### config.mk
export PLATFORM = sky130hd
export DESIGN_NAME = ir_remote_edge_decoder_flat
export DESIGN_NICKNAME = d
export VERILOG_FILES = /design/src/ird_pkg.sv /design/src/ird_if.sv /design/src/ird_ram.sv /design/src/ird_walk.sv /design/src/ir_remote_edge_decoder.sv /design/src/flat_wrapper.sv
export SDC_FILE = /design/constraint.sdc
export NUM_CORES = 2
export LEC_CHECK = 0
export BUFFER_PORTS_ARGS = -buffer_cell sky130_fd_sc_hd__buf_2
export CAP_MARGIN = 10
export CORE_MARGIN = 2
export CORE_UTILIZATION = 61
export CTS_CLUSTER_SIZE = 24
export DETAILED_ROUTE_END_ITERATION = 10
export PLACE_DENSITY = 0.86
export SYNTH_ARGS = -nofsm -noshare
export SYNTH_HDL_FRONTEND = slang
export SYNTH_SLANG_ARGS = --single-unit
### constraint.sdc
create_clock -name clk -period 11.6 [get_ports clk]
set_input_delay 1.74 -clock clk [delete_from_list [all_inputs] [get_ports clk]]
set_output_delay 1.74 -clock clk [all_outputs]
set_load 0.02 [all_outputs]
### src/ird_pkg.sv
`default_nettype none

package ird_pkg;

	// frame and code geometry
	localparam int FRAME_EDGES = 32;
	localparam int CODE_BITS   = 16;

	localparam int TIME_W  = 32;
	localparam int CFG_W   = 32;
	localparam int CIDX_W  = 3;
	localparam int KEY_W   = 3;
	localparam int ADDR_W  = $clog2(FRAME_EDGES);
	localparam int EIDX_W  = $clog2(FRAME_EDGES + 1);
	localparam int POS_W   = $clog2(CODE_BITS + 1);
	localparam int BIT_W   = $clog2(CODE_BITS);
	// one store entry: inverted line level over the offset from burst start
	localparam int STORE_W = TIME_W + 1;

	// register reset values
	localparam logic [TIME_W-1:0]    GAP_LIMIT_RST     = TIME_W'(4000);
	localparam logic [TIME_W-1:0]    LEAD_IN_RST       = TIME_W'(27000);
	localparam logic [TIME_W-1:0]    BIT_THRESHOLD_RST = TIME_W'(1000);
	localparam logic [CODE_BITS-1:0] PATTERN_UP_RST    = CODE_BITS'(48960);
	localparam logic [CODE_BITS-1:0] PATTERN_DOWN_RST  = CODE_BITS'(58905);
	localparam logic [CODE_BITS-1:0] PATTERN_LEFT_RST  = CODE_BITS'(63495);
	localparam logic [CODE_BITS-1:0] PATTERN_RIGHT_RST = CODE_BITS'(62985);

	typedef enum logic [CIDX_W-1:0] {
		CFG_GAP_LIMIT     = 3'd0,
		CFG_LEAD_IN_TIME  = 3'd1,
		CFG_BIT_THRESHOLD = 3'd2,
		CFG_PATTERN_UP    = 3'd3,
		CFG_PATTERN_DOWN  = 3'd4,
		CFG_PATTERN_LEFT  = 3'd5,
		CFG_PATTERN_RIGHT = 3'd6
	} cfg_idx_t;

	typedef enum logic [KEY_W-1:0] {
		KEY_NONE  = 3'd0,
		KEY_UP    = 3'd1,
		KEY_DOWN  = 3'd2,
		KEY_LEFT  = 3'd3,
		KEY_RIGHT = 3'd4
	} key_t;

	typedef enum logic {
		TS_IDLE = 1'b0,
		TS_WALK = 1'b1
	} top_state_t;

	typedef enum logic [1:0] {
		WK_IDLE = 2'd0,
		WK_RUN  = 2'd1,
		WK_DONE = 2'd2
	} walk_state_t;

	// decode settings handed to the walker
	typedef struct packed {
		logic [TIME_W-1:0]    bit_threshold;
		logic [CODE_BITS-1:0] pattern_up;
		logic [CODE_BITS-1:0] pattern_down;
		logic [CODE_BITS-1:0] pattern_left;
		logic [CODE_BITS-1:0] pattern_right;
	} walk_cfg_t;

	// control from the front end to the walker
	typedef struct packed {
		logic start;
		logic ack;
	} walk_ctl_t;

	// walker result
	typedef struct packed {
		logic                 done;
		key_t                 key;
		logic [CODE_BITS-1:0] code;
	} walk_res_t;

endpackage

`default_nettype wire

### src/ird_if.sv
`default_nettype none

// edge word channel
interface ird_edge_if
	import ird_pkg::*;
();
	logic              valid;
	logic              ready;
	logic [TIME_W-1:0] edge_time;
	logic              edge_level;

	modport source (output valid, output edge_time, output edge_level, input ready);
	modport sink   (input valid, input edge_time, input edge_level, output ready);
endinterface

// key word channel
interface ird_key_if
	import ird_pkg::*;
();
	logic                 valid;
	logic                 ready;
	logic [KEY_W-1:0]     key_code;
	logic [CODE_BITS-1:0] code_word;

	modport source (output valid, output key_code, output code_word, input ready);
	modport sink   (input valid, input key_code, input code_word, output ready);
endinterface

`default_nettype wire

### src/ird_ram.sv
`default_nettype none

module ird_ram #(
	parameter int WIDTH = 8,
	parameter int DEPTH = 16
) (
	input  wire logic                     clk,
	input  wire logic                     we,
	input  wire logic [$clog2(DEPTH)-1:0] waddr,
	input  wire logic [WIDTH-1:0]         wdata,
	input  wire logic                     re,
	input  wire logic [$clog2(DEPTH)-1:0] raddr,
	output      logic [WIDTH-1:0]         rdata
);

	logic [WIDTH-1:0] mem_q [DEPTH];

	// write port
	always_ff @(posedge clk) begin
		if (we) begin
			mem_q[waddr] <= wdata;
		end
	end

	// registered read port
	always_ff @(posedge clk) begin
		if (re) begin
			rdata <= mem_q[raddr];
		end
	end

endmodule

`default_nettype wire

### src/ird_walk.sv
`default_nettype none

module ird_walk
	import ird_pkg::*;
(
	input  wire logic               clk,
	input  wire logic               arst_n,
	input  wire walk_cfg_t          cfg,
	input  wire walk_ctl_t          ctl,
	output      logic               rd_en,
	output      logic [ADDR_W-1:0]  rd_addr,
	input  wire logic [STORE_W-1:0] rd_data,
	output      walk_res_t          res
);

	walk_state_t          st_q, st_nxt;
	logic [EIDX_W-1:0]    rd_cnt_q;
	logic                 vld_s1;
	logic [ADDR_W-1:0]    idx_s1;
	logic [STORE_W-1:0]   prev_q;
	logic [POS_W-1:0]     pos_q;
	logic [CODE_BITS-1:0] decoded_q;
	logic [TIME_W-1:0]    span;
	logic                 bit_val;
	logic                 take_bit;
	logic                 last_entry;
	key_t                 key;

	// read stream: one entry a cycle while running
	assign rd_en   = (st_q == WK_RUN) && (rd_cnt_q < EIDX_W'(FRAME_EDGES));
	assign rd_addr = rd_cnt_q[ADDR_W-1:0];

	// bit from the interval between the previous entry and this one
	assign span       = rd_data[TIME_W-1:0] - prev_q[TIME_W-1:0];
	assign bit_val    = span > cfg.bit_threshold;
	assign take_bit   = vld_s1 && (idx_s1 != '0) && !prev_q[TIME_W]
		&& (pos_q < POS_W'(CODE_BITS));
	assign last_entry = vld_s1 && (idx_s1 == ADDR_W'(FRAME_EDGES - 1));

	// next state
	always_comb begin
		st_nxt = st_q;
		case (st_q)
			WK_IDLE: begin
				if (ctl.start) begin
					st_nxt = WK_RUN;
				end
			end
			WK_RUN: begin
				if (last_entry) begin
					st_nxt = WK_DONE;
				end
			end
			WK_DONE: begin
				if (ctl.ack) begin
					st_nxt = WK_IDLE;
				end
			end
			default: st_nxt = WK_IDLE;
		endcase
	end

	always_ff @(posedge clk or negedge arst_n) begin
		if (!arst_n) begin
			st_q <= WK_IDLE;
		end else begin
			st_q <= st_nxt;
		end
	end

	// advance read counter and the read stage
	always_ff @(posedge clk or negedge arst_n) begin
		if (!arst_n) begin
			rd_cnt_q  <= '0;
			vld_s1    <= 1'b0;
			pos_q     <= '0;
			decoded_q <= '0;
		end else begin
			vld_s1 <= rd_en;
			if (st_q == WK_IDLE && ctl.start) begin
				rd_cnt_q <= '0;
				pos_q    <= '0;
			end else if (rd_en) begin
				rd_cnt_q <= rd_cnt_q + EIDX_W'(1);
			end
			if (take_bit) begin
				decoded_q[pos_q[BIT_W-1:0]] <= bit_val;
				pos_q <= pos_q + POS_W'(1);
			end
		end
	end

	// hold the read index and the previous entry
	always_ff @(posedge clk) begin
		if (rd_en) begin
			idx_s1 <= rd_addr;
		end
		if (vld_s1) begin
			prev_q <= rd_data;
		end
	end

	// match the code against the keys, up first
	always_comb begin
		if (decoded_q == cfg.pattern_up) begin
			key = KEY_UP;
		end else if (decoded_q == cfg.pattern_down) begin
			key = KEY_DOWN;
		end else if (decoded_q == cfg.pattern_left) begin
			key = KEY_LEFT;
		end else if (decoded_q == cfg.pattern_right) begin
			key = KEY_RIGHT;
		end else begin
			key = KEY_NONE;
		end
	end

	assign res.done = (st_q == WK_DONE);
	assign res.key  = key;
	assign res.code = decoded_q;

endmodule

`default_nettype wire

### src/ir_remote_edge_decoder.sv
//  channel   dir  handshake     word
//  edge_in   in   valid/ready   edge_time[31:0], edge_level
//  key_out   out  valid/ready   key_code[2:0], code_word[15:0]
//  cfg       in   cfg_we only   cfg_index[2:0], cfg_wdata[31:0]
//
//  Outside a walk edge_in is always ready: back-to-back edges are taken every
//  cycle. The edge after a full store of 32 entries starts a walk over the
//  edge store through its single read port, one entry a cycle, with edge_in
//  held off until the key word is loaded. The key word waits in an output
//  register; a pending word only stalls the end of the next walk. Reset clears
//  burst state, the code and the registers to their defaults; the store is
//  not cleared.

`default_nettype none

module ir_remote_edge_decoder
	import ird_pkg::*;
(
	input  wire logic              clk,
	input  wire logic              arst_n,
	ird_edge_if.sink               edge_in,
	ird_key_if.source              key_out,
	input  wire logic              cfg_we,
	input  wire logic [CIDX_W-1:0] cfg_index,
	input  wire logic [CFG_W-1:0]  cfg_wdata
);

	logic [TIME_W-1:0]    gap_limit_q;
	logic [TIME_W-1:0]    lead_in_q;
	logic [TIME_W-1:0]    bit_threshold_q;
	logic [CODE_BITS-1:0] pattern_up_q;
	logic [CODE_BITS-1:0] pattern_down_q;
	logic [CODE_BITS-1:0] pattern_left_q;
	logic [CODE_BITS-1:0] pattern_right_q;

	top_state_t           st_q, st_nxt;
	logic [TIME_W-1:0]    last_edge_q;
	logic [TIME_W-1:0]    burst_start_q;
	logic                 in_burst_q;
	logic [EIDX_W-1:0]    edge_index_q;

	logic                 out_valid_q;
	logic [KEY_W-1:0]     key_q;
	logic [CODE_BITS-1:0] code_q;

	logic                 accept;
	logic [TIME_W-1:0]    gap;
	logic                 in_gap;
	logic [TIME_W-1:0]    start_t;
	logic [TIME_W-1:0]    offset;
	logic                 past_lead;
	logic                 frame_full;
	logic                 out_free;
	logic                 load_out;

	logic                 mem_we;
	logic [STORE_W-1:0]   mem_wdata;
	logic                 mem_re;
	logic [ADDR_W-1:0]    mem_raddr;
	logic [STORE_W-1:0]   mem_rdata;

	walk_cfg_t            walk_cfg;
	walk_ctl_t            walk_ctl;
	walk_res_t            walk_res;

	// configuration writes
	always_ff @(posedge clk or negedge arst_n) begin
		if (!arst_n) begin
			gap_limit_q     <= GAP_LIMIT_RST;
			lead_in_q       <= LEAD_IN_RST;
			bit_threshold_q <= BIT_THRESHOLD_RST;
			pattern_up_q    <= PATTERN_UP_RST;
			pattern_down_q  <= PATTERN_DOWN_RST;
			pattern_left_q  <= PATTERN_LEFT_RST;
			pattern_right_q <= PATTERN_RIGHT_RST;
		end else if (cfg_we) begin
			case (cfg_idx_t'(cfg_index))
				CFG_GAP_LIMIT:     gap_limit_q     <= cfg_wdata[TIME_W-1:0];
				CFG_LEAD_IN_TIME:  lead_in_q       <= cfg_wdata[TIME_W-1:0];
				CFG_BIT_THRESHOLD: bit_threshold_q <= cfg_wdata[TIME_W-1:0];
				CFG_PATTERN_UP:    pattern_up_q    <= cfg_wdata[CODE_BITS-1:0];
				CFG_PATTERN_DOWN:  pattern_down_q  <= cfg_wdata[CODE_BITS-1:0];
				CFG_PATTERN_LEFT:  pattern_left_q  <= cfg_wdata[CODE_BITS-1:0];
				CFG_PATTERN_RIGHT: pattern_right_q <= cfg_wdata[CODE_BITS-1:0];
				default: ;
			endcase
		end
	end

	// classify the incoming edge
	assign accept     = edge_in.valid && edge_in.ready;
	assign gap        = edge_in.edge_time - last_edge_q;
	assign in_gap     = gap <= gap_limit_q;
	assign start_t    = in_burst_q ? burst_start_q : edge_in.edge_time;
	assign offset     = edge_in.edge_time - start_t;
	assign past_lead  = offset > lead_in_q;
	assign frame_full = edge_index_q >= EIDX_W'(FRAME_EDGES);

	assign out_free = !out_valid_q || key_out.ready;
	assign load_out = (st_q == TS_WALK) && walk_res.done && out_free;

	// next state and walker control
	always_comb begin
		st_nxt         = st_q;
		walk_ctl.start = 1'b0;
		walk_ctl.ack   = 1'b0;
		edge_in.ready  = 1'b0;
		case (st_q)
			TS_IDLE: begin
				edge_in.ready = 1'b1;
				if (accept && in_gap && past_lead && frame_full) begin
					walk_ctl.start = 1'b1;
					st_nxt         = TS_WALK;
				end
			end
			TS_WALK: begin
				if (load_out) begin
					walk_ctl.ack = 1'b1;
					st_nxt       = TS_IDLE;
				end
			end
			default: st_nxt = TS_IDLE;
		endcase
	end

	always_ff @(posedge clk or negedge arst_n) begin
		if (!arst_n) begin
			st_q <= TS_IDLE;
		end else begin
			st_q <= st_nxt;
		end
	end

	// burst tracking
	always_ff @(posedge clk or negedge arst_n) begin
		if (!arst_n) begin
			last_edge_q   <= '0;
			burst_start_q <= '0;
			in_burst_q    <= 1'b0;
			edge_index_q  <= '0;
		end else if (accept) begin
			last_edge_q <= edge_in.edge_time;
			if (in_gap) begin
				in_burst_q    <= 1'b1;
				burst_start_q <= start_t;
				if (past_lead) begin
					if (frame_full) begin
						edge_index_q <= '0;
					end else begin
						edge_index_q <= edge_index_q + EIDX_W'(1);
					end
				end
			end else begin
				in_burst_q   <= 1'b0;
				edge_index_q <= '0;
			end
		end
	end

	// store the edge offset and inverted level
	assign mem_we    = accept && in_gap && past_lead && !frame_full;
	assign mem_wdata = {~edge_in.edge_level, offset};

	ird_ram #(
		.WIDTH(STORE_W),
		.DEPTH(FRAME_EDGES)
	) u_store (
		.clk   (clk),
		.we    (mem_we),
		.waddr (edge_index_q[ADDR_W-1:0]),
		.wdata (mem_wdata),
		.re    (mem_re),
		.raddr (mem_raddr),
		.rdata (mem_rdata)
	);

	assign walk_cfg.bit_threshold = bit_threshold_q;
	assign walk_cfg.pattern_up    = pattern_up_q;
	assign walk_cfg.pattern_down  = pattern_down_q;
	assign walk_cfg.pattern_left  = pattern_left_q;
	assign walk_cfg.pattern_right = pattern_right_q;

	ird_walk u_walk (
		.clk     (clk),
		.arst_n  (arst_n),
		.cfg     (walk_cfg),
		.ctl     (walk_ctl),
		.rd_en   (mem_re),
		.rd_addr (mem_raddr),
		.rd_data (mem_rdata),
		.res     (walk_res)
	);

	// output register: hold the key word until taken
	always_ff @(posedge clk or negedge arst_n) begin
		if (!arst_n) begin
			out_valid_q <= 1'b0;
		end else if (load_out) begin
			out_valid_q <= 1'b1;
		end else if (key_out.ready) begin
			out_valid_q <= 1'b0;
		end
	end

	always_ff @(posedge clk) begin
		if (load_out) begin
			key_q  <= walk_res.key;
			code_q <= walk_res.code;
		end
	end

	assign key_out.valid     = out_valid_q;
	assign key_out.key_code  = key_q;
	assign key_out.code_word = code_q;

`ifndef SYNTHESIS
	a_index_bound: assert property (@(posedge clk) disable iff (!arst_n)
		edge_index_q <= EIDX_W'(FRAME_EDGES))
		else $error("edge index past frame size");

	a_load_shows: assert property (@(posedge clk) disable iff (!arst_n)
		load_out |=> key_out.valid && st_q == TS_IDLE)
		else $error("finished walk did not produce a key word");

	a_key_range: assert property (@(posedge clk) disable iff (!arst_n)
		key_out.valid |-> key_out.key_code <= KEY_RIGHT)
		else $error("key code out of range");

	a_no_write_in_walk: assert property (@(posedge clk) disable iff (!arst_n)
		mem_re |-> !mem_we)
		else $error("store written during walk");
`endif

endmodule

`default_nettype wire

### src/flat_wrapper.sv
// flat-port wrapper written by rule: the top's interface ports become plain ports
module ir_remote_edge_decoder_flat import ird_pkg::*;
  (clk, arst_n, cfg_we, cfg_index, cfg_wdata, edge_in_valid, edge_in_edge_time, edge_in_edge_level, edge_in_ready, key_out_valid, key_out_key_code, key_out_code_word, key_out_ready);
  ird_edge_if edge_in_i ();
  ird_key_if key_out_i ();
  input  wire logic clk;
  input  wire logic arst_n;
  input  wire logic cfg_we;
  input  wire logic [CIDX_W-1:0] cfg_index;
  input  wire logic [CFG_W-1:0] cfg_wdata;
  input wire logic [$bits(edge_in_i.valid)-1:0] edge_in_valid;
  input wire logic [$bits(edge_in_i.edge_time)-1:0] edge_in_edge_time;
  input wire logic [$bits(edge_in_i.edge_level)-1:0] edge_in_edge_level;
  output wire logic [$bits(edge_in_i.ready)-1:0] edge_in_ready;
  output wire logic [$bits(key_out_i.valid)-1:0] key_out_valid;
  output wire logic [$bits(key_out_i.key_code)-1:0] key_out_key_code;
  output wire logic [$bits(key_out_i.code_word)-1:0] key_out_code_word;
  input wire logic [$bits(key_out_i.ready)-1:0] key_out_ready;
  assign edge_in_i.valid = edge_in_valid;
  assign edge_in_i.edge_time = edge_in_edge_time;
  assign edge_in_i.edge_level = edge_in_edge_level;
  assign edge_in_ready = edge_in_i.ready;
  assign key_out_valid = key_out_i.valid;
  assign key_out_key_code = key_out_i.key_code;
  assign key_out_code_word = key_out_i.code_word;
  assign key_out_i.ready = key_out_ready;
  ir_remote_edge_decoder u_core (.clk(clk), .arst_n(arst_n), .edge_in(edge_in_i), .key_out(key_out_i), .cfg_we(cfg_we), .cfg_index(cfg_index), .cfg_wdata(cfg_wdata));
endmodule
After elaboration in Yosys (flattened, before gate mapping)
Memories as Yosys holds them, arrays and structs flattened. A register that Yosys moved wholly into a read port is not among the register bits. Cells that the tools add are included.

$add $sub $neg: 6. Multipliers: 0. Divide/modulo/power cells: 0. Order comparisons: 8. Equal/unequal tests: 17. Shift operators: 0. Mux-type cells: 30. Bitwise logic cells: 2. Reductions and logical operators: 35.

Operator list (number): 32-bit subtractor (3); 16-bit == test (4); 32-bit greater-than comparator (2); 32-bit <= comparator (1); 32-bit two-way mux (1); 6-bit two-way mux (5); 2-bit AND reduction (9); 16-bit bitwise mux (1); 1-bit logical AND (14); 6-bit by 1-bit adder with 6-bit output (second input constant) (2); 1-bit two-way mux (12); 2-bit two-way mux (5); 5-bit two-way mux (2); 3-bit == test (second input constant) (3); 2-bit != test (second input constant) (4); 3-bit by 2-bit == test with 1-bit output (second input constant) (2); 6-bit greater-or-equal comparator (second input constant) (1); 6-bit less-than comparator (second input constant) (1); 2-bit case mux with 3 select lines (1); 2-bit nonzero test (3); 5-bit by 1-bit adder with 5-bit output (second input constant) (1); 5-bit == test (second input constant) (1); 4-bit by 5-bit less-than comparator with 1-bit output (second input constant) (1); 5-bit less-than comparator (second input constant) (1); 15 further kinds (18).

Flip-flop bits (word level): 320. Bits in latches: 0. Memory bits (writable): 1056. ROM bits: 0. Input port bits: 73. Output and inout bits: 21. Word-level logic and storage cells: 122. Memories: 1.

Memory list: u_core.u_store.mem_q (depth 32, width 33, rd ports 1, clocked after memory_dff 1, wr ports 1, RTL line ird_ram.sv:16) `logic [WIDTH-1:0] mem_q [DEPTH];`.

Logic depth before layout (Yosys ltp)
Depth after elaboration: 10. Gate-level depth with buffers: 27. Gate-level depth less buffers: 25.

Hierarchy
From an unflattened synthesis, not the netlist that was laid out.

Cells, all modules: 4359. Area, all modules: 62307.3 sq um.

Modules (own cells, without submodules): ird_ram (instances 1, cells each 2332, area an instance 42144.2 sq um, seq. area each 32701.4 sq um); ir_remote_edge_decoder (instances 1, cells each 1363, area an instance 14207.4 sq um, seq. area each 6466.2 sq um); ird_walk (instances 1, cells each 664, area an instance 5955.7 sq um, seq. area each 1891.8 sq um).

Least setup slack after synthesis
No wires, ideal clock.

Path kind: input-to-reg. From: in edge_in_edge_time[0]. To: mem u_core.u_store.mem_q[29][0] in the netlist's numbering (enable). Library setup time: 0.423 ns. Arrival time: 8.106 ns. Data required time: 11.177 ns. Path slack: 3.071 ns. Cell stages on the path: 23. Buffers on the path: 1. Cell sequence: inv_1 > o21ai_0 > ha_1 > inv_1 > fa_1 > a211oi_1 > nor3_1 > o311ai_1 > a211oi_1 > o311ai_1 > a21oi_1 > a211o_1 > a21oi_1 > xnor2_1 > ha_1 > nand4_1 > nor4b_1 > nand3_1 > o211ai_1 > and2_1 > clkbuf_1 > nand4_1 > nor2_1.

Word-level cells in the longest chain between the ends: 7. Elaborated cells between the ends (all ways): 10. Classes of those cells: 2 x add/sub; 2 x order compare; 3 x mux; 3 x reduce/logical.

Ends and longest elaborated chain: from (decl) (RTL line flat_wrapper.sv:12) `input wire logic [$bits(edge_in_i.edge_time)-1:0] edge_in_edge_time;`; 32-bit two-way mux (RTL line ir_remote_edge_decoder.sv:94) `assign start_t = in_burst_q ? burst_start_q : edge_in.edge_time;`; via u_core.start_t[0] (RTL line ir_remote_edge_decoder.sv:49) `logic [TIME_W-1:0] start_t;`; 32-bit subtractor (RTL line ir_remote_edge_decoder.sv:95) `assign offset = edge_in.edge_time - start_t;`; via u_core.mem_wdata[30] (RTL line ir_remote_edge_decoder.sv:57) `logic [STORE_W-1:0] mem_wdata;`; 32-bit greater-than comparator (RTL line ir_remote_edge_decoder.sv:96) `assign past_lead = offset > lead_in_q;`; 1-bit logical AND (2 in a row) (RTL line ir_remote_edge_decoder.sv:161) `assign mem_we = accept && in_gap && past_lead && !frame_full;`; 1-bit two-way mux (RTL line ird_ram.sv:20) `if (we) begin`; 1-bit two-way mux (not written as such) (RTL line ird_ram.sv:21) `mem_q[waddr] <= wdata;`; to (decl) (RTL line ird_ram.sv:16).

The timed path passes the listed nets, and every way through them passes these cells.

Worst setup path in the final report
From: reg u_core.in_burst_q. To: mem u_core.u_store.mem_q[1][25] in the netlist's numbering (enable).

Word-level cells in the longest chain between the ends: 7.

Ends and longest elaborated chain: from (decl) (RTL line ir_remote_edge_decoder.sv:39) `logic in_burst_q;`; from (signal assigned) (RTL line ir_remote_edge_decoder.sv:139) `in_burst_q <= 1'b0;`; from (signal assigned) (RTL line ir_remote_edge_decoder.sv:144) `in_burst_q <= 1'b1;`; from (signal assigned) (RTL line ir_remote_edge_decoder.sv:154) `in_burst_q <= 1'b0;`; 32-bit two-way mux (RTL line ir_remote_edge_decoder.sv:94); 32-bit subtractor (RTL line ir_remote_edge_decoder.sv:95); via u_core.mem_wdata[29] (RTL line ir_remote_edge_decoder.sv:57); 32-bit greater-than comparator (RTL line ir_remote_edge_decoder.sv:96); 1-bit logical AND (2 in a row) (RTL line ir_remote_edge_decoder.sv:161); 1-bit two-way mux (RTL line ird_ram.sv:20); 1-bit two-way mux (not written as such) (RTL line ird_ram.sv:21).

The timed path passes the listed nets, and every way through them passes these cells.

==> metrics.md <==
| Metric | Value |
|---|---|
| Min Tclk post-route | 9.968 ns |
| Kind of critical path | reg -> reg |
| Tot GR Track Use | 32.90% |
| IO Count | 94 |
| Slew Viols, Final | 0 |
| Crit path max fanout | 35 |
| Largest net degree at the start of global routing | 169 |
| Vias in the first global route | 34776 |
| Clk sink count | 1409 |
| Setup slack after layout | 1.632 ns |
| H-Tree Depth | 4 |
| Drt drc | 0 |
| CP Launch Type | flop |
| Clock root cell | clkbuf_16 |
| Worst skew pair latency | 0.79 ns |
| FILL cells | 5814 |
| Synthesized flop and latch total | 1409 |
| First-pass GRT wire length | 240700 um |
| Avg WL per Cell | 32.49 um |
| CTS tree | built |
| Tightest Pin Transition | 1.293 ns |
| Slew Limit Headroom | 13.61% |
| Final Cycle Share | 85.93% |
| Worst-path clk slew | 0.06 ns |
| Post-synth EDFFs | 1146 |
| Leakage | 24.58 nW |
| Pwr Total | 18.49 mW |
| Share of the synthesized area in the top cell type | 56.64% |
| Syn Area/Cell | 16.84 um^2 |
| Cell variety after synth | 72 |
| Cell Pwr Density | 271.4 nW/um^2 |
| Req. time, crit path | 11.97 ns |
| Status | finished, final reports clean |
| Via count | 35315 |
| Hold Buf Count CTS | 0 |
| Crit path capture type | flop |
| Max-cap violations | 0 |
| Count leader, synth | edfxtp_1 |
| Post-CTS sizing | 0 |
| Fin. Hold Viols | 0 |
| Die height | 319.6 um |
| Total grt overflow | 0 |
| Maximum vdd drop | 0.3762 mV |
| GPL Wtd Cong | 0.9589 |
| CTS buffer count | 140 |
| Final nets | 4028 |
| Die width | 319.6 um |
| Synth Net Count | 3881 |
| Final wirelength | 167600 um |
| Setup violators final | 0 |
| Post-Synthesis Cells | 3607 |
| Die area | 102100 um^2 |
| Worst path arrival time | 10.33 ns |
| Top post-synthesis cells by area | edfxtp_1 (57%), mux4_2 (12%), dfrtp_1 (8.7%), ha_1 (4.1%), dfstp_2 (2.2%) |
| Cell taking the most area after synthesis | edfxtp_1 |
| Pre-CTS setup slack | 1.781 ns |
| Mapped Area | 60750 um^2 |
| Primary FF master, synth | edfxtp_1 |
| Yosys warns | 0 |
| Cell Rows | 115 |
| Synthesis-to-finish area growth | 12.11% |
| IO Port Bufs | 93 |
| Setup TNS Final | 0 ns |
| Peak Freq | 100.3 MHz |
| Clock skew | 0.06946 ns |
| DR vias/cell | 6.848 |
| Final core utilization | 69.11% |
| Seq/Total Area, Yosys | 67.58% |
| Share of layout cells above drive strength 1 | 24.38% |
| DRT iter0 DRCs | 5582 |
| Starting Density | 61.64% |
| 1st-pass router iterations | 7 |
| # Post-CTS Setup Buffers | 0 |
| Hpwl dp | 97030 um |
| Hold Path Class | reg -> reg |
| Core box area | 98560 um^2 |
| Bufs on Longest Clock Path | 3 |
| Commonest cells in the synthesized netlist | edfxtp_1 (1146), mux4_2 (330), dfrtp_1 (211), ha_1 (198), inv_1 (194) |
| Asr flop ratio synth | 18.67% |
| Antenna viol nets, final | 0 |
| RSZ-0062 raised after global routing | no |
| Initial antenna violation count | 16 |
placed cells by master, fill, tap and decap left out, drive strengths merged, types with 8 or more instances in the layout:
cell type  count
edfxtp      1146
mux2i         32
a21oi        130
xnor2         92
o21bai        13
o21a          25
a21o          58
mux2         118
bufinv        14
nor3          18
nand3         32
mux4         330
dfrtp        211
a211oi        14
or3            8
nand4         46
nand2b        22
nand2        192
buf          151
o21ai        185
clkinv        49
clkbuf       177
nor4          14
dfstp         52
ha           198
nor2b         20
inv          203
xor2          60
nor2         149
cell type report:
class | count | area (um^2) | share of cell area, %
Antenna cell | 6 | 15.01 | 0.02204
Timing Repair Buffer | 151 | 1013 | 1.488
Clock buffer | 177 | 3735 | 5.483
Clock inverter | 75 | 922.1 | 1.354
Inverter | 195 | 732.0 | 1.075
Multi-Input combinational cell | 1857 | 19010 | 27.91
Tap cell | 1287 | 1610 | 2.364
Sequential cell | 1409 | 41080 | 60.31
critical path: stages, from the launching register on:
cell and delay [ns]:
dfrtp_2 1.03, mux2i_1 0.33, ha_1 0.35, o211ai_2 0.19, a21oi_2 0.07, o41ai_4 0.52, o211ai_1 0.16, a221o_1 0.41
a41oi_2 0.33, o21ai_0 0.26, nand3_1 0.17, nand4_1 0.10, o211a_1 0.62, ha_1 0.59, nand4_1 0.20, nor4b_1 0.61
nand3_1 0.21, o211ai_1 0.40, and2_1 0.56, nand4_1 1.03, nor2_4 1.36
metal layers:
layer	vias to the layer above	global-route usage [%]	wire, um
li1	14286	-	-
met1	17832	42.56	58430
met2	2677	53.65	82300
met3	520	6.649	17070
met4	0	16.54	9767
met5	-	0	0
power breakdown:
group          total (mW)  switching (mW)  internal (mW)
logic                6.26            4.19           2.06
registers            7.56           0.308           7.25
clock network        4.67            2.04           2.63
state kept, by name, summed over array words and instances, names as in the netlist, 32 cells and up:
| name | flops |
|---|---|
| u_core.u_store.mem_q | 1056 |
| u_core.burst_start_q | 32 |
| u_core.bit_threshold_q | 32 |
| u_core.last_edge_q | 32 |
| u_core.lead_in_q | 32 |
| u_core.u_walk.prev_q | 33 |
| u_core.gap_limit_q | 32 |
| u_core.u_store.rdata | 33 |
metrics by stage:
stage / hold slack, ns / area, um^2 / instances
4_1_cts: 0.4563 / 67980 / 5146
3_3_place_gp: 0.4100 / 63330 / 4894
5_1_grt: 0.4739 / 68110 / 5156
6_report: 0.4534 / 68110 / 5157
3_5_place_dp: 0.4147 / 63330 / 4894
2_1_floorplan: 0.4003 / 60750 / 3607
path summary, 6_finish.rpt:
check	depth (start not counted)	from	slack (ns)	endpoint
worst max-delay path	20	u_core.in_burst_q$_DFFE_PN0P_	1.63	u_core.u_store.mem_q[1][25]$_DFFE_PP_
worst min-delay path	0	u_core.u_store.rdata[2]$_DFFE_PP_	0.45	u_core.u_walk.prev_q[2]$_DFFE_PP_
worst max register to register	20	u_core.in_burst_q$_DFFE_PN0P_	1.63	u_core.u_store.mem_q[1][25]$_DFFE_PP_
worst min register to register	0	u_core.u_store.rdata[2]$_DFFE_PP_	0.45	u_core.u_walk.prev_q[2]$_DFFE_PP_
max in group asynchronous	2	arst_n	9.02	u_core.u_walk.rd_cnt_q[2]$_DFFE_PN0P_
min in group asynchronous	1	arst_n	1.01	u_core.gap_limit_q[18]$_DFFE_PN0P_
logic make-up after synthesis:
group | after synthesis | synth area share, %
flops | 1409 | 67.58
simple gates | 531 | 4.018
compound gates | 493 | 4.967
mux | 480 | 14.95
buf+inv | 341 | 2.117
fa+ha+maj | 201 | 4.177
xor+xnor | 152 | 2.191
(Power assumes the default switching activity.)
